`config.mk`:
```
export PLATFORM = sky130hd
export DESIGN_NAME = sgb_out_buf
export DESIGN_NICKNAME = d
export VERILOG_FILES = /design/src/hdl/separable_gaussian_blur_defines.svh /design/src/hdl/sgb_pkg.sv /design/src/hdl/sgb_out_buf.sv
export SDC_FILE = /design/constraint.sdc
export NUM_CORES = 1
export LEC_CHECK = 0
export ABC_AREA = 1
export BUFFER_PORTS_ARGS = -buffer_cell sky130_fd_sc_hd__buf_2
export CORE_AREA = 2 2 39 41
export CTS_BUF_LIST = sky130_fd_sc_hd__clkbuf_4 sky130_fd_sc_hd__clkbuf_8
export CTS_CLUSTER_SIZE = 16
export DETAILED_ROUTE_END_ITERATION = 16
export DIE_AREA = 0 0 41 43
export RECOVER_POWER = 50
export SLEW_MARGIN = 40
export SYNTH_ARGS = -nofsm -noshare
export SYNTH_HDL_FRONTEND = slang
export SYNTH_SLANG_ARGS = --single-unit
```
`constraint.sdc`:
```
create_clock -name clock -period 1.69 [get_ports clock]
set_clock_uncertainty 0.1 [all_clocks]
set_input_delay 0.507 -clock clock [delete_from_list [all_inputs] [get_ports clock]]
set_output_delay 0.507 -clock clock [all_outputs]
set_load 0.01 [all_outputs]
```
`src/hdl/separable_gaussian_blur_defines.svh`:
```
// Assertion macros for the blur RTL.
// No dependencies; files that check their own logic include this header.
`ifndef SEPARABLE_GAUSSIAN_BLUR_DEFINES_SVH
`define SEPARABLE_GAUSSIAN_BLUR_DEFINES_SVH

// The consequent must hold in the same cycle as the antecedent.
`define SGB_ASSERT_IMPLY(name, clk, rst, ante, cons) \
   name: assert property (@(posedge clk) disable iff (rst) (ante) |-> (cons)) \
      else $error("blur check failed");

// The consequent must hold in the cycle after the antecedent.
`define SGB_ASSERT_NEXT(name, clk, rst, ante, cons) \
   name: assert property (@(posedge clk) disable iff (rst) (ante) |=> (cons)) \
      else $error("blur check failed");

`endif

```
`src/hdl/sgb_pkg.sv`:
```
// Shared constants, payload structs and configuration struct of the blur block.
// No dependencies.
`timescale 1ns / 1ps
package sgb_pkg;

   localparam int MAX_WIDTH   = 1024;
   localparam int MAX_RADIUS  = 4;
   localparam int RADIUS_CAP  = (MAX_RADIUS < 4) ? MAX_RADIUS : 4;
   localparam int SLOTS       = 2 * MAX_RADIUS + 1;
   localparam int SLOT_W      = $clog2(SLOTS);
   localparam int COL_W       = $clog2(MAX_WIDTH);
   localparam int STORE_DEPTH = SLOTS * MAX_WIDTH;
   localparam int ADDR_W      = $clog2(STORE_DEPTH);
   localparam int WEFF_W      = $clog2(MAX_WIDTH + 1);

   localparam int FW_W        = 11;
   localparam int ROW_W       = 12;
   localparam int RAD_W       = 3;
   localparam int WT_W        = 16;
   localparam int PIX_W       = 8;
   localparam int HSUM_W      = 24;
   localparam int NUM_WEIGHTS = 5;
   localparam int WIN_DEPTH   = 9;
   localparam int CSR_IDX_W   = 3;

   localparam logic [CSR_IDX_W-1:0] CSR_FRAME_WIDTH   = 3'd0;
   localparam logic [CSR_IDX_W-1:0] CSR_FRAME_HEIGHT  = 3'd1;
   localparam logic [CSR_IDX_W-1:0] CSR_KERNEL_RADIUS = 3'd2;
   localparam logic [CSR_IDX_W-1:0] CSR_WEIGHT_CENTER = 3'd3;
   localparam logic [CSR_IDX_W-1:0] CSR_WEIGHT_ONE    = 3'd4;
   localparam logic [CSR_IDX_W-1:0] CSR_WEIGHT_TWO    = 3'd5;
   localparam logic [CSR_IDX_W-1:0] CSR_WEIGHT_THREE  = 3'd6;
   localparam logic [CSR_IDX_W-1:0] CSR_WEIGHT_FOUR   = 3'd7;

   localparam logic [FW_W-1:0]  RST_FRAME_WIDTH  = 11'd640;
   localparam logic [ROW_W-1:0] RST_FRAME_HEIGHT = 12'd480;
   localparam logic [RAD_W-1:0] RST_RADIUS       = 3'd1;
   localparam logic [WT_W-1:0]  RST_WEIGHT_CENTER = 16'd32768;
   localparam logic [WT_W-1:0]  RST_WEIGHT_ONE    = 16'd16384;

   typedef struct packed {
      logic             mode;
      logic [PIX_W-1:0] pixel_in;
   } req_type;

   typedef struct packed {
      logic [PIX_W-1:0] pixel_out;
      logic             row_end;
      logic             frame_end;
      logic             run_last;
   } rsp_type;

   typedef struct packed {
      logic [FW_W-1:0]                       frame_width;
      logic [ROW_W-1:0]                      frame_height;
      logic [RAD_W-1:0]                      kernel_radius;
      logic [NUM_WEIGHTS-1:0][WT_W-1:0]      weight;
   } cfg_type;

endpackage

```
`src/hdl/sgb_out_buf.sv`:
```
// Output register of the blur block: holds one result item until it is taken.
// Depends on sgb_pkg.
`timescale 1ns / 1ps
module sgb_out_buf (
   input  logic            clock,
   input  logic            reset,
   input  logic            push,
   input  sgb_pkg::rsp_type push_data,
   output logic            push_ready,
   output logic            rsp_valid,
   input  logic            rsp_stall,
   output sgb_pkg::rsp_type rsp_data
);
   import sgb_pkg::*;

   logic    valid_ff, valid_in;
   rsp_type data_ff;

   assign push_ready = !valid_ff || !rsp_stall;
   assign valid_in   = push || (valid_ff && rsp_stall);
   assign rsp_valid  = valid_ff;
   assign rsp_data   = data_ff;

   always_ff @(posedge clock) begin
      if (reset) begin
         valid_ff <= 1'b0;
      end else begin
         valid_ff <= valid_in;
      end
   end

   always_ff @(posedge clock) begin
      if (push && push_ready) begin
         data_ff <= push_data;
      end
   end

endmodule

```
==> results.py, run 1 <==
metrics = {
    "synthesis": {
        "synth-compound-area-share_pct": 3.68,
        "synthMuxAreaShare_pct": 0,
        "yosys.cell_types.count": 6,
        "adder_and_majority_gate_portion_of_the_synthesized_area_pct": 0,
        "synth.avg_cell_area_um2": 23.4,
        "post_synthesis_share_of_cell_area_spent_on_xor_and_xnor_gates_pct": 0,
        "post_synthesis_instance_area_um2": 374,
        "ys.warnings.count": 0,
        "syn_nets": 31,
        "synth_top_family_by_area": "compound AO/OA/AOI/OAI gates",
        "synth_simple_gate_area_share_pct": 1.67,
        "ys_ff_latch": 12,
        "synth_cells": 16,
        "synth_sequential_area_ratio_pct": 93.6,
    },
    "layout": {
        "post_route_cells_drive_above_1_share_pct": 64.6,
        "finalCoreUtilization_pct": 40.1,
        "final_net_count": 64,
        "layout-area-overhead-vs-synth_pct": 48.5,
        "n_fill_cell": 140,
        "diodes": 0,
    },
    "timing": {
        "post-route-min-period_ps": 1420,
        "tightest_slew_ps": 561,
        "timing.final.ws_setup_ps": 265,
        "max_slew_margin_pct": 62.6,
        "max_clock_freq_mhz": 702,
        "final_worst_path_cycle_share_pct": 84.3,
        "grt_setup_unrepaired": "false",
        "setup_viol": 0,
        "slew_viols_final": 0,
        "totalNegativeSetupSlack_ps": 0,
        "timing.final.hold_violations": 0,
    },
    "outcome": {
        "status": "finished, final reports clean",
    },
    "drt": {
        "first_iter_violations": 4,
        "detail_route.wl_per_cell_um": 10.1,
        "dr_total_vias": 253,
        "drt-total-wl_um": 645,
        "ant_nets": 0,
        "drt_pre_antenna_iters": 2,
        "avgViaCountPerCell": 3.95,
        "drc": 0,
    },
    "clocking": {
        "cts_buffer_depth": 2,
        "post_cts_hold_buffer_count": 0,
        "cts.clk_slew.worst_paths_ps": 60,
        "clock_tree.root_cell": "clkbuf_4",
        "skew_pair_late_insertion_delay_ps": 260,
        "number_of_setup_buffers_added_after_cts": 0,
        "cts_resized": 0,
        "tritoncts": "built",
        "cts.sinks": 12,
        "cts-buffers-inserted": 3,
        "cts.htree.levels": 1,
    },
    "critical_path": {
        "cp_max_fo": 3,
        "crit_path_max_cell_delay_ps": 360,
        "startpoint_class_of_the_critical_path": "flop",
        "crit_type": "reg2out",
        "critical_path.slowest_cell": "dfxtp_1",
        "crit_chain": "nand2_2 -> buf_2",
        "timing.critical_path.arrival_ps": 820,
        "crit_end_category": "output port",
        "required_time_reported_for_the_critical_path_endpoint_ps": 1080,
    },
    "global_routing": {
        "grt_antenna_before_repair": 0,
        "grt_pass1_vias": 250,
        "largest_net_degree_at_the_start_of_global_routing": 12,
        "grt_util_all_layers_pct": 8.82,
        "grt_overflow_total": 0,
        "grt_first_pass_wirelength_um": 1010,
    },
    "floorplan": {
        "initial_utilization_pct": 27.0,
        "pin_count": 28,
        "die_width_um": 41,
        "rows": 14,
        "coreArea_mm2": 0.00138,
        "dieHeight_um": 43,
        "design.die.area_mm2": 0.00176,
    },
    "placement": {
        "detailed_place_hpwl_um": 519,
        "port_buffers": 27,
        "gpl.final_weighted_congestion": 0.623,
        "post-place-ws_ps": 280,
    },
    "pwr": {
        "power.ir.vdd_worst_mv": 0.416,
        "total_power_uw": 567,
        "static_leak_uw": 0.000247,
        "p_per_area_mw_per_mm2": 1020,
    },
    "hold_path": {
        "hp-class": "in2reg",
    },
    "flow_run": {
        "max_cap_viol_count": 0,
    },
}
Yosys cell counts:
master | instances | area [um2]
nand2_2 | 1 | 6.26
inv_1 | 1 | 3.75
a21oi_1 | 1 | 5.00
edfxtp_1 | 11 | 330
dfxtp_1 | 1 | 20.0
a21oi_2 | 1 | 8.76
state kept, by name, indices dropped and copies added, names as in the netlist:
name	cells
rsp_valid	1
rsp_data	11
metal layers:
metal	track usage, %	routed length, um
met1	12.8	283
met2	10.6	238
met3	4.71	123
met4	4.00	0
met5	0	0
critical path, delay by kind of cell, from the launching register on:
kind | cells | cell delay, ps
DFF | 1 | 360
and+or+nand+nor | 1 | 70
buffers and inverters | 1 | 130
final timing paths:
| kind | start | end | slack (ps) | cells past startpoint |
|---|---|---|---|---|
| worst min-delay path | reset | rsp_valid$_SDFF_PP0_ | 300 | 2 |
| worst max register to register | rsp_valid$_SDFF_PP0_ | rsp_data[7]$_DFFE_PP_ | 300 | 2 |
| worst max-delay path | rsp_valid$_SDFF_PP0_ | push_ready | 270 | 2 |
| worst min register to register | rsp_valid$_SDFF_PP0_ | rsp_valid$_SDFF_PP0_ | 400 | 2 |
cell families (layout without fill, tap and decap cells):
logic type,after synthesis,after routing
AO/OA/AOI/OAI,2,2
AND/OR/NAND/NOR,1,1
buffers and inverters,1,33
flip-flops,12,12
area by class of cell:
type / count / area [um2] / share of cell area [%]
clock inverter: 1 / 3.75 / 0.676
sequential: 12 / 350 / 63.1
clock buffer: 3 / 22.5 / 4.05
tap: 16 / 20.0 / 3.60
inverter: 1 / 3.75 / 0.676
timing repair buffer: 28 / 139 / 25.0
multi-input combinational: 3 / 16.3 / 2.93
per-stage QoR:
stage / hold WS (ps) / instance area, um2 / std cells
floorplan: 442 / 374 / 16
global placement: 375 / 537 / 60
detailed placement: 380 / 537 / 60
CTS: 298 / 563 / 64
global route: 294 / 556 / 64
finish: 301 / 556 / 64
power by group:
part	total [uW]	switching, uW	internal (uW)
Combinational	52.4	27.8	24.7
Clock	166	81.1	85.1
Sequential	349	4.30	344
placed cells by master (no fill, tap or decap):
cell type   n
buf_2      27
edfxtp_1   11
clkbuf_4    3
a21oi_1     2
inv_1       1
nand2_2     1
clkinv_1    1
clkbuf_1    1
dfxtp_1     1
No activity file was read; power rests on OpenSTA's default activity.
==> run 2, diff against run 1 <==
==> constraint.sdc (replaced) <==
create_clock -name clock -period 1.2 [get_ports clock]
set_clock_uncertainty 0.1 [all_clocks]
set_input_delay 0.36 -clock clock [delete_from_list [all_inputs] [get_ports clock]]
set_output_delay 0.36 -clock clock [all_outputs]
set_load 0.01 [all_outputs]
==> results.py, run 2 (synthesis results as in run 1) <==
metrics = {
    "outcome": {
        "status": "finished, violations left",
        "violations": "setup timing",
    },
    "critical_path": {
        "timing.critical_path.buf_inv": 1,
        "crit_chain": "nand2_4 -> buf_6",
        "critical_path.slowest_cell": "dfxtp_4",
        "crit_type": "reg2out",
        "timing.critical_path.arrival_ps": 800,
        "crit_path_max_cell_delay_ps": 370,
        "cp_top_family": "flip-flops",
        "required_time_reported_for_the_critical_path_endpoint_ps": 740,
        "startpoint_class_of_the_critical_path": "flop",
        "cp_max_fo": 3,
        "crit_end_category": "output port",
    },
    "timing": {
        "max_slew_margin_pct": 89.8,
        "totalNegativeSetupSlack_ps": -337,
        "fin_hold_ws_ps": 144,
        "tightest_slew_ps": 153,
        "post-route-min-period_ps": 1260,
        "grt_setup_unrepaired": "true",
        "setup_viol": 13,
        "timing.final.ws_setup_ps": -55.4,
        "slew_viols_final": 0,
        "max_clock_freq_mhz": 797,
        "timing.final.hold_violations": 0,
        "final_worst_path_cycle_share_pct": 105,
    },
    "clocking": {
        "cts-buffers-inserted": 3,
        "cts.sinks": 12,
        "skew_pair_late_insertion_delay_ps": 260,
        "cts.htree.levels": 1,
        "post_cts_hold_buffer_count": 0,
        "cts_buffer_depth": 2,
        "tritoncts": "built",
        "cts.clk_slew.worst_paths_ps": 70,
        "clock_tree.root_cell": "clkbuf_4",
    },
    "global_routing": {
        "grt_overflow_total": 0,
        "grt_util_all_layers_pct": 10.5,
        "gr-usage-met3_pct": 4.19,
        "grt_antenna_before_repair": 0,
        "largest_net_degree_at_the_start_of_global_routing": 12,
        "globalRoute.busiestLayer": "met2",
        "grt_first_pass_wirelength_um": 1110,
        "groute.layer.met2.usage_pct": 15.0,
        "grt_util_met1_pct": 10.7,
        "grt_pass1_vias": 263,
    },
    "layout": {
        "largest_register_ffs": 11,
        "layout_commonest_cell": "buf_2",
        "final_net_count": 67,
        "layout-area-overhead-vs-synth_pct": 67.9,
        "mostFrequentLayoutCells": "buf_2 (26), edfxtp_1 (11), clkbuf_4 (4), buf_4 (3)",
        "finalCoreUtilization_pct": 45.4,
        "post_route_cells_drive_above_1_share_pct": 76.5,
        "diodes": 0,
        "n_fill_cell": 129,
    },
    "floorplan": {
        "rows": 14,
        "die_width_um": 41,
        "design.die.area_mm2": 0.00176,
        "dieHeight_um": 43,
        "pin_count": 28,
        "initial_utilization_pct": 27.0,
        "coreArea_mm2": 0.00138,
    },
    "placement": {
        "gpl.final_weighted_congestion": 0.634,
        "port_buffers": 27,
    },
    "drt": {
        "dr_total_vias": 274,
        "drc": 0,
        "drt-total-wl_um": 800,
        "avgViaCountPerCell": 4.09,
        "first_iter_violations": 2,
        "drt_pre_antenna_iters": 3,
        "ant_nets": 0,
        "detail_route.wl_per_cell_um": 11.9,
    },
    "flow_run": {
        "max_cap_viol_count": 0,
    },
    "pwr": {
        "power.ir.vdd_worst_mv": 0.555,
        "p_per_area_mw_per_mm2": 1380,
        "static_leak_uw": 0.000284,
    },
    "hold_path": {
        "hp-class": "in2reg",
    },
}
==> run 2: cell types whose count changed in the layout (fill, tap and decap cells not counted) <==
cell / before / now
buf_4: 0 / 3
a21oi_1: 2 / 0
a21oi_2: 0 / 1
a21oi_4: 0 / 1
buf_12: 0 / 1
buf_2: 27 / 26
buf_6: 0 / 1
clkbuf_1: 1 / 0
clkbuf_4: 3 / 4
clkinv_1: 1 / 0
dfxtp_1: 1 / 0
dfxtp_4: 0 / 1
nand2_2: 1 / 0
nand2_4: 0 / 1
==> run 2: worst reg2reg max path, cell delays in order, from the launching register on <==
cell	delay, ps
dfxtp_4	360
buf_4	140
a21oi_4	160
buf_12	150
==> run 2: repair_timing <==
item,CTS,global route
pin swaps,1,0
gates resized for setup,4,0
endpoints found under the setup margin,13,13
buffers inserted,1,2
==> run 2: metal layers <==
| layer | wire [um] | vias up | part of all wire [%] |
|---|---|---|---|
| met5 | 0 | - | 0 |
| met4 | 0 | 0 | 0 |
| met3 | 133 | 0 | 17 |
| met2 | 393 | 25 | 49 |
| met1 | 273 | 117 | 34 |
| li1 | - | 132 | - |
==> run 2: layout make-up <==
cell class | instances | area, um2 | area share [%]
multi-input cells | 3 | 36.3 | 5.78
well taps | 16 | 20.0 | 3.19
repair buffers | 31 | 184 | 29.3
flip-flops and latches | 12 | 354 | 56.4
inverters | 1 | 3.75 | 0.598
clock buffers | 4 | 30.0 | 4.78
==> run 2: final timing paths <==
path | startpoint | endpoint | slack (ps) | depth (start not counted)
worst min register to register | rsp_valid$_SDFF_PP0_ | rsp_valid$_SDFF_PP0_ | 590 | 4
worst max-delay path | rsp_valid$_SDFF_PP0_ | push_ready | -60 | 2
worst max register to register | rsp_valid$_SDFF_PP0_ | rsp_data[4]$_DFFE_PP_ | 10 | 3
worst min-delay path | reset | rsp_valid$_SDFF_PP0_ | 140 | 2
==> run 2: report_power, final <==
group / switching [uW] / total, uW / internal, uW
logic: 48.2 / 101 / 52.9
clock network: 121 / 272 / 151
registers: 7.31 / 491 / 484
total: 177 / 865 / 688
==> run 2: through the flow <==
stage | total power (uW) | cells | cell area (um2) | worst slack [ps]
after floorplan | 531 | 16 | 385 | 89.2
after global placement | 590 | 60 | 561 | 29.9
after detailed placement | 592 | 60 | 561 | 14.0
after CTS | 877 | 65 | 613 | -77.1
after global routing | 911 | 67 | 628 | -93.4
final | 865 | 67 | 628 | -55.4
